### config.mk
export PLATFORM = sky130hd
export DESIGN_NAME = mtrb_datapath
export DESIGN_NICKNAME = d
export VERILOG_FILES = /design/src/rtl/mtrb_pkg.sv /design/src/rtl/mtrb_ram.sv /design/src/rtl/mtrb_datapath.sv
export SDC_FILE = /design/constraint.sdc
export NUM_CORES = 2
export LEC_CHECK = 0
export BUFFER_PORTS_ARGS = -buffer_cell sky130_fd_sc_hd__buf_4
export CORE_MARGIN = 2
export CORE_UTILIZATION = 25
export DETAILED_ROUTE_END_ITERATION = 8
export SYNTH_ARGS = -nofsm -noshare
export SYNTH_HDL_FRONTEND = slang
export SYNTH_MEMORY_MAX_BITS = 65536
export SYNTH_SLANG_ARGS = --single-unit
### constraint.sdc
create_clock -name i_clk -period 8.2 [get_ports i_clk]
set_input_delay 0.82 -clock i_clk [delete_from_list [all_inputs] [get_ports i_clk]]
set_output_delay 0.82 -clock i_clk [all_outputs]
set_load 0.005 [all_outputs]
### src/rtl/mtrb_pkg.sv
`default_nettype none
// ----------------------------------------------------------------------------
// mtrb_pkg
// Types and constants shared by the multichannel transmit ring buffer.
// ----------------------------------------------------------------------------
package mtrb_pkg;

    // Stream widths. Input tdata: data_byte, clear_to_send, rx_fifo_empty,
    // tx_fifo_full. Input tuser: action, channel. Output tdata: status,
    // tx_valid, tx_byte.
    localparam int S_TDATA_W = 16;
    localparam int S_TUSER_W = 3;
    localparam int M_TDATA_W = 16;
    localparam int CHAN_W    = 2;
    localparam int BYTE_W    = 8;
    localparam int STATUS_W  = 3;

    localparam logic ACT_SAVE = 1'b0;
    localparam logic ACT_SEND = 1'b1;

    typedef enum logic [STATUS_W-1:0] {
        ST_DONE     = 3'd0,
        ST_EMPTY    = 3'd1,
        ST_FULL     = 3'd2,
        ST_TXFULL   = 3'd3,
        ST_NOTCLEAR = 3'd4,
        ST_BADCHAN  = 3'd5
    } t_status;

    typedef enum logic [1:0] {
        S_IDLE,
        S_EVAL,
        S_RDWAIT
    } t_state;

    // Commands from the controller to the datapath.
    typedef struct packed {
        logic load_item;
        logic exec;
        logic load_read;
    } t_ctrl_cmd;

    // Status from the datapath to the controller.
    typedef struct packed {
        logic out_free;
        logic send_hit;
    } t_dp_status;

endpackage
`default_nettype wire

### src/rtl/mtrb_ram.sv
`default_nettype none
// ----------------------------------------------------------------------------
// mtrb_ram
// Generic single-port RAM with a registered read that holds between reads.
// ----------------------------------------------------------------------------
module mtrb_ram #(
    parameter int DATA_W = 8,
    parameter int DEPTH  = 512
) (
    input  wire logic                     i_clk,
    input  wire logic                     i_we,
    input  wire logic                     i_re,
    input  wire logic [$clog2(DEPTH)-1:0] i_addr,
    input  wire logic [DATA_W-1:0]        i_wdata,
    output logic      [DATA_W-1:0]        o_rdata
);

    logic [DATA_W-1:0] r_mem [DEPTH];
    logic [DATA_W-1:0] r_rdata;

    always_ff @(posedge i_clk) begin
        if (i_we) begin
            r_mem[i_addr] <= i_wdata;
        end
        if (i_re) begin
            r_rdata <= r_mem[i_addr];
        end
    end

    assign o_rdata = r_rdata;

endmodule
`default_nettype wire

### src/rtl/mtrb_datapath.sv
`default_nettype none
// ----------------------------------------------------------------------------
// mtrb_datapath
// Item register, per-channel pointers, queue RAM and the result register.
// ----------------------------------------------------------------------------
module mtrb_datapath #(
    parameter int QUEUE_DEPTH  = 256,
    parameter int NUM_CHANNELS = 2
) (
    input  wire logic                               i_clk,
    input  wire logic                               i_rst_n,
    input  wire logic [mtrb_pkg::S_TDATA_W-1:0]     i_s_tdata,
    input  wire logic [mtrb_pkg::S_TUSER_W-1:0]     i_s_tuser,
    input  wire logic                               i_m_tready,
    input  wire mtrb_pkg::t_ctrl_cmd                i_cmd,
    output mtrb_pkg::t_dp_status                    o_status,
    output logic                                    o_m_tvalid,
    output logic [mtrb_pkg::M_TDATA_W-1:0]          o_m_tdata
);

    localparam int PTR_W     = (QUEUE_DEPTH > 1) ? $clog2(QUEUE_DEPTH) : 1;
    localparam int CH_W      = (NUM_CHANNELS > 1) ? $clog2(NUM_CHANNELS) : 1;
    localparam int MEM_DEPTH = NUM_CHANNELS * QUEUE_DEPTH;
    localparam int ADDR_W    = $clog2(MEM_DEPTH);
    localparam logic [PTR_W-1:0] LAST_PTR = PTR_W'(QUEUE_DEPTH - 1);
    localparam logic [PTR_W-1:0] ONE_PTR  = PTR_W'(1);
    localparam logic [PTR_W:0]   DEPTH_V  = (PTR_W + 1)'(QUEUE_DEPTH);
    localparam logic [mtrb_pkg::CHAN_W:0] NUM_CH_V = (mtrb_pkg::CHAN_W + 1)'(NUM_CHANNELS);
    localparam int PAD_W = mtrb_pkg::M_TDATA_W - mtrb_pkg::STATUS_W - 1 - mtrb_pkg::BYTE_W;

    // Latched transaction.
    logic                          r_action;
    logic [mtrb_pkg::CHAN_W-1:0]   r_chan;
    logic [mtrb_pkg::BYTE_W-1:0]   r_data;
    logic                          r_cts;
    logic                          r_rxfe;
    logic                          r_txff;

    logic [PTR_W-1:0] r_rp [NUM_CHANNELS];
    logic [PTR_W-1:0] r_wp [NUM_CHANNELS];

    logic                          r_out_valid;
    mtrb_pkg::t_status             r_out_status;
    logic                          r_out_txv;
    logic [mtrb_pkg::BYTE_W-1:0]   r_out_byte;

    logic [CH_W-1:0]               idx;
    logic [PTR_W-1:0]              rp_cur;
    logic [PTR_W-1:0]              wp_cur;
    logic [PTR_W-1:0]              rp_next;
    logic [PTR_W-1:0]              wp_next;
    logic                          chan_ok;
    logic                          is_full;
    logic                          is_empty;
    logic                          save_hit;
    logic                          send_hit;
    mtrb_pkg::t_status             eval_status;
    logic [ADDR_W-1:0]             mem_addr;
    logic [mtrb_pkg::BYTE_W-1:0]   mem_rdata;

    always_ff @(posedge i_clk) begin
        if (i_cmd.load_item) begin
            r_data   <= i_s_tdata[7:0];
            r_cts    <= i_s_tdata[8];
            r_rxfe   <= i_s_tdata[9];
            r_txff   <= i_s_tdata[10];
            r_action <= i_s_tuser[0];
            r_chan   <= i_s_tuser[2:1];
        end
    end

    always_comb begin
        idx      = r_chan[CH_W-1:0];
        rp_cur   = r_rp[idx];
        wp_cur   = r_wp[idx];
        rp_next  = (rp_cur == LAST_PTR) ? '0 : rp_cur + ONE_PTR;
        wp_next  = (wp_cur == LAST_PTR) ? '0 : wp_cur + ONE_PTR;
        chan_ok  = {1'b0, r_chan} < NUM_CH_V;
        is_full  = (wp_next == rp_cur);
        is_empty = (rp_cur == wp_cur);
        save_hit = 1'b0;
        send_hit = 1'b0;
        if (!chan_ok) begin
            eval_status = mtrb_pkg::ST_BADCHAN;
        end else if (r_action == mtrb_pkg::ACT_SAVE) begin
            if (is_full) begin
                eval_status = mtrb_pkg::ST_FULL;
            end else begin
                eval_status = mtrb_pkg::ST_DONE;
                save_hit    = 1'b1;
            end
        end else if (is_empty) begin
            eval_status = mtrb_pkg::ST_EMPTY;
        end else if ((r_chan == '0) && (!r_cts || !r_rxfe)) begin
            // Channel 0 also needs clear-to-send and a drained receive FIFO.
            eval_status = mtrb_pkg::ST_NOTCLEAR;
        end else if (r_txff) begin
            eval_status = mtrb_pkg::ST_TXFULL;
        end else begin
            eval_status = mtrb_pkg::ST_DONE;
            send_hit    = 1'b1;
        end
        mem_addr = ADDR_W'(r_chan) * ADDR_W'(QUEUE_DEPTH)
                 + ADDR_W'((r_action == mtrb_pkg::ACT_SEND) ? rp_cur : wp_cur);
    end

    always_ff @(posedge i_clk) begin
        if (!i_rst_n) begin
            for (int i = 0; i < NUM_CHANNELS; i++) begin
                r_rp[i] <= '0;
                r_wp[i] <= '0;
            end
        end else if (i_cmd.exec) begin
            if (save_hit) begin
                r_wp[idx] <= wp_next;
            end
            if (send_hit) begin
                r_rp[idx] <= rp_next;
            end
        end
    end

    mtrb_ram #(
        .DATA_W (mtrb_pkg::BYTE_W),
        .DEPTH  (MEM_DEPTH)
    ) u_ram (
        .i_clk   (i_clk),
        .i_we    (i_cmd.exec && save_hit),
        .i_re    (i_cmd.exec && send_hit),
        .i_addr  (mem_addr),
        .i_wdata (r_data),
        .o_rdata (mem_rdata)
    );

    // A successful send fills the result slot from RAM data, in S_RDWAIT after the RAM read.
    always_ff @(posedge i_clk) begin
        if (!i_rst_n) begin
            r_out_valid <= 1'b0;
        end else if ((i_cmd.exec && !send_hit) || i_cmd.load_read) begin
            r_out_valid <= 1'b1;
        end else if (i_m_tready) begin
            r_out_valid <= 1'b0;
        end
    end

    always_ff @(posedge i_clk) begin
        if (i_cmd.exec && !send_hit) begin
            r_out_status <= eval_status;
            r_out_txv    <= 1'b0;
            r_out_byte   <= '0;
        end else if (i_cmd.load_read) begin
            r_out_status <= mtrb_pkg::ST_DONE;
            r_out_txv    <= 1'b1;
            r_out_byte   <= mem_rdata;
        end
    end

    assign o_status.out_free = !r_out_valid || i_m_tready;
    assign o_status.send_hit = send_hit;
    assign o_m_tvalid        = r_out_valid;
    assign o_m_tdata         = {{PAD_W{1'b0}}, r_out_byte, r_out_txv, r_out_status};

    a_exec_slot_free: assert property (@(posedge i_clk) disable iff (!i_rst_n)
        i_cmd.exec |-> (!r_out_valid || i_m_tready))
        else $error("transaction executed while the result slot was occupied");

    a_read_slot_empty: assert property (@(posedge i_clk) disable iff (!i_rst_n)
        i_cmd.load_read |-> !r_out_valid)
        else $error("queue read data arrived with the result slot still full");

    a_non_send_result: assert property (@(posedge i_clk) disable iff (!i_rst_n)
        (i_cmd.exec && !send_hit) |=> (r_out_valid && !r_out_txv))
        else $error("non-send result not presented without a byte");

    a_ptr_range: assert property (@(posedge i_clk) disable iff (!i_rst_n)
        ({1'b0, r_wp[0]} < DEPTH_V) && ({1'b0, r_rp[0]} < DEPTH_V))
        else $error("queue pointer beyond queue depth");

endmodule
`default_nettype wire

# Word level (Yosys, flattened, before mapping)
# Memories as Yosys holds them, arrays and structs flattened. A register that Yosys moved wholly into a read port is not among the register bits.
# Index checks and enable logic that the tools add are counted.
[totals]
n_memories = 3
out_inout_bits = 19
latch_bits = 0
ram_bits = 4128
elab_cells = 77
register_bits = 27
romBits = 0
input_bits = 25
[op_classes]
shifts = 0
n_div = 0
reduce_logical = 16
eq_ne = 4
mul = 0
n_lt_le_gt_ge = 1
addsub = 3
n_mux = 40
bitwise_logic = 0
[memory_table]
columns = ["memory", "words", "width", "read_ports", "rd_ports_with_merged_regs", "write_ports", "line_no", "rtl"]
rows = [
  ["u_ram.r_mem", 512, 8, 1, 1, 1, "mtrb_ram.sv:18", "logic [DATA_W-1:0] r_mem [DEPTH];"],
  ["r_rp", 2, 8, 1, 1, 2, "mtrb_datapath.sv:39", "logic [PTR_W-1:0] r_rp [NUM_CHANNELS];"],
  ["r_wp", 2, 8, 1, 1, 2, "mtrb_datapath.sv:40", "logic [PTR_W-1:0] r_wp [NUM_CHANNELS];"],
]
[op_table]
columns = ["operator", "n"]
rows = [
  ["two-way mux 8 bit", 5],
  ["two-way mux 1 bit", 27],
  ["two-way mux 3 bit", 6],
  ["adder 8 x 1 -> 8 bit, second input constant", 2],
  ["equality test 8 bit", 2],
  ["equality test 8 bit, second input constant", 2],
  ["OR reduction 8 bit", 2],
  ["adder 9 x 8 -> 9 bit", 1],
  ["logical AND 1 bit", 4],
  ["zero test 1 bit", 4],
  ["two-way mux 2 bit", 2],
  ["nonzero test 2 bit", 2],
  ["logical OR 1 bit", 3],
  ["zero test 2 bit", 1],
  ["< comparator 2 bit, second input constant", 1],
]

# Depth between registers and ports, before layout
[logic_depth]
word_depth = 13
mapped_depth = 20
ltp_nobuf = 11

# Cells and area by module
# Synthesis repeated with hierarchy kept, for this count alone.
[unflattened]
hier_cells = 7889
hier_area_um2 = 161832.7
[by_module_without_submodules]
columns = ["module", "seq_area_each_um2", "area_each_um2", "cells_per_inst", "n_inst"]
rows = [
  ["mtrb_ram", 123238.2, 158439.5, 7575, 1],
  ["mtrb_datapath", 1691.6, 3393.3, 314, 1],
]

# Worst setup path after synthesis
# OpenSTA, ideal clock, no wires.
[synth_path]
kind = "reg-to-reg"
from = "register r_data[0] (netlist bit)"
to = "memory u_ram.r_mem[0][0] (data pin)"
t_required_ns = 6.765
path_stages_with_launch = 1
synth_period_minus_slack_ns = 7.593
t_arrival_ns = 6.158
slack_ns = 0.607
n_path_buf = 0
path_cell_list = "edfxtp_1"
[synth_lines]
columns = ["element", "line_no", "rtl"]
rows = [
  ["start: declaration", "mtrb_datapath.sv:34", "logic [mtrb_pkg::BYTE_W-1:0] r_data;"],
  ["start signal: assignment", "mtrb_datapath.sv:63", "r_data <= i_s_tdata[7:0];"],
  ["end: declaration", "mtrb_ram.sv:18", ""],
]
# No word-level cell before the write port.

==> reports/metrics.cfg <==
[run_status]
status = complete, but fails checks
failed_checks = capacitance limit, slew limit

[clock_network]
cts_buffer_depth = 4
cts_root_buf = clkbuf_16
cts_sinks = 4164
ctsHoldBuffers = 12
path_clk_slew_ps = 60
htreeDepth = 5
cts_setup_buffers = 0
numCtsBuffers = 427
worstSkewPairLatency_ps = 1060
post_cts_resize_count = 0
cts_tree = built

[sta]
slew_viol_final = 2
worst_clock_skew_ps = 55.3
fin_tns_setup_ps = 0
slew_headroom_pct = -11.0
fin_crit_sh_pct = 78.6
setup_viol = 0
hold_viol_final = 0
worstMarginPinSlew_ps = 1650
period_needed_ps = 6450
rsz0062_at_grt = false
fin_ws_ps = 1750
fmax_mhz = 155

[floorplanning]
std_cell_rows = 298
die_height_um = 817
start_util_pct = 25.1
chipWidth_um = 817
ios = 44
die_area_mm2 = 0.668
placeableCoreArea_mm2 = 0.658

[power]
total_power_w = 0.0486
power_leakage_nw = 59.4
switching_share_pct = 26.0
power.density_mw_per_mm2 = 255
p_clk_share_pct = 39.6
combinationalPowerShare_pct = 11.7
vdd_ir_drop_max_mv = 0.187
p_seq_share_pct = 48.7
switchingPower_w = 0.0127
power.internal_w = 0.0359

[final_layout]
layout.nets = 10547
nFillCells = 65075
fin_cells = 19621
drive_above_1_share_pct = 13.5
final_common_cell = edfxtp_1
multi_input_area_mm2 = 0.0374
final_util_pct = 29.0
area.growth.synth_to_final_pct = 15.4
final_cell_mix = 4,153 x edfxtp_1, 1,823 x nand2_1, 634 x nor2_1
regArea_mm2 = 0.125

[placed_design]
place_ws_ps = 2170
place_inst = 18779
post-dp-hpwl_um = 338000
gp_congestion = 0.900
portBuffers = 34

[global_route]
grt_pass1_wl_um = 766000
grt_pass1_vias = 92523
antenna_found_initial = 47
grt_use_total_pct = 16.0
grt_max_degree = 194
grt.overflow.total = 0

[critical_path]
r2r-end = u_ram.o_rdata[1]
cp-start-kind = flip-flop
r2r_slack_ps = 1750
worstPathMaxFanout = 39
ff2ff_path_depth = 10
crit_path_end_kind = flip-flop
cp.required_ps = 8970
crit_arrival_ps = 7210
worstSetupPathType = reg2reg

[route]
num_vias = 100643
routed_wl_um = 560000
wl_per_cell_um = 28.6
postRouteAntennaNets = 0
drt_iter0_markers = 17203
dr.pass1.iters = 9
drcViolationCount = 0
vias_per_cell = 5.13

[synth]
synth_seq_cells = 4164
netlist_area_mm2 = 0.165
synth_edf_count = 4153
yosysWarnings = 0
yosysUniqueCellTypes = 85
synth_flop_cell = edfxtp_1
synth-seq-area-share_pct = 75.6
avgSynthCellArea_um2 = 15.9
synth.area.top_cells = edfxtp_1 75%, mux4_2 5.5%, nand2_1 4.2%
postSynthCellCount = 10397
synth_area_leader_cell = edfxtp_1
synthArstFlopShare_pct = 0
synth_top_area_share_pct = 75.5

[min_path]
holdCritStartpoint = i_s_tdata[2]
hold_end = r_data[2]
hold_class = in2reg
hold_path_depth = 1

[job]
max_cap_viol_count = 3

through the flow:
step	hold slack (ps)	cell area (um2)
finish	14.7	191000
floorplan	436	165000
global placement	456	177000
detailed placement	453	177000
CTS	16.8	191000
global route	23.4	191000
synthesized netlist by cell type, types with 6 or more instances:
| master | count |
|---|---|
| edfxtp_1 | 4153 |
| nand2_1 | 1853 |
| nor2_1 | 645 |
| mux2i_1 | 416 |
| mux4_2 | 406 |
| nand3_1 | 387 |
| buf_2 | 315 |
| a21oi_1 | 239 |
| a211oi_1 | 233 |
| a31oi_1 | 229 |
| clkbuf_1 | 218 |
| nor2b_1 | 217 |
| o22ai_1 | 137 |
| and3_1 | 98 |
| o21ai_0 | 85 |
| buf_1 | 75 |
| a32oi_1 | 68 |
| a311oi_1 | 60 |
| nor3_1 | 60 |
| nand4_1 | 47 |
| buf_4 | 46 |
| nor4_1 | 46 |
| a2111oi_0 | 37 |
| buf_6 | 31 |
| a22oi_1 | 25 |
| or4_1 | 25 |
| xnor2_1 | 17 |
| a221oi_1 | 13 |
| mux2_2 | 13 |
| o221ai_1 | 12 |
| xor2_1 | 12 |
| dfxtp_1 | 11 |
| o211ai_1 | 11 |
| a211o_1 | 10 |
| and2_1 | 9 |
| or3_1 | 9 |
| inv_1 | 7 |
| o311ai_0 | 7 |
| a311o_1 | 6 |
| o22a_1 | 6 |
| o31ai_1 | 6 |
power by group through the flow:
stage               logic, W  registers, W  clock network [W]
CTS                  0.00552        0.0237             0.0193
global placement     0.00547        0.0241                  0
finish               0.00568        0.0237             0.0193
detailed placement   0.00550        0.0241                  0
global route         0.00576        0.0236             0.0201
floorplan            0.00261        0.0245                  0
worst max-delay path: stages, from the launching register on:
cell,delay [ps]
dfxtp_2,780
mux4_4,1150
nor2b_4,930
nand2_4,670
buf_12,400
a21oi_1,140
nor4_1,110
o211ai_1,600
nand3_1,440
nand4b_1,290
or4_1,560
final cells by class:
| type | count | area share [%] |
|---|---|---|
| Sequential cell | 4164 | 65.5 |
| Inverter | 8 | 0.0158 |
| Timing Repair Buffer | 380 | 1.91 |
| Clock buffer | 525 | 5.83 |
| Antenna cell | 40 | 0.0525 |
| Multi-Input combinational cell | 5539 | 19.6 |
| Tap cell | 8700 | 5.71 |
| Clock inverter | 265 | 1.31 |
flip-flops by register name (all words and copies together), names as in the netlist, named ones only:
register / cells
o_m_tvalid: 1
r_action: 1
r_chan: 2
r_cts: 1
r_data: 8
r_out_byte: 8
r_out_status: 3
r_out_txv: 1
r_rp: 16
r_rxfe: 1
r_txff: 1
r_wp: 16
u_ram.o_rdata: 8
u_ram.r_mem: 4096
how the worst max path moves through the flow:
| stage | slack [ps] | end | from | cells after the start |
|---|---|---|---|---|
| 3_5_place_dp | 2170 | u_ram.o_rdata[1] | flip-flop | 10 |
| 5_1_grt | 1790 | u_ram.r_mem[197][3] | flip-flop | 10 |
| 2_1_floorplan | 610 | u_ram.r_mem[0][0] | r_data[0] | 0 |
| 3_3_place_gp | 2230 | u_ram.o_rdata[7] | flip-flop | 10 |
| 4_1_cts | 2140 | u_ram.o_rdata[1] | flip-flop | 10 |
| 6_report | 1750 | u_ram.o_rdata[1] | flip-flop | 10 |
layer usage:
metal / up-vias / wire length [um] / global-route usage [%]
met5: - / 313 / 0.0783
met4: 32 / 31100 / 8.01
li1: 40522 / - / -
met1: 51800 / 212000 / 21.4
met2: 6961 / 245000 / 23.8
met3: 1328 / 72000 / 4.50
logic make-up after synthesis:
family / Yosys count / synth area share, %
flip-flops: 4164 / 75.6
AND/OR/NAND/NOR: 3431 / 8.91
XOR/XNOR: 29 / 0.154
adder cells (fa/ha/maj): 2 / 0.0151
buffers and inverters: 697 / 2.10
AO/OA/AOI/OAI: 1237 / 5.07
other: 1 / 0.00227
multiplexers: 836 / 8.16
No activity file was read; power rests on OpenSTA's default activity.
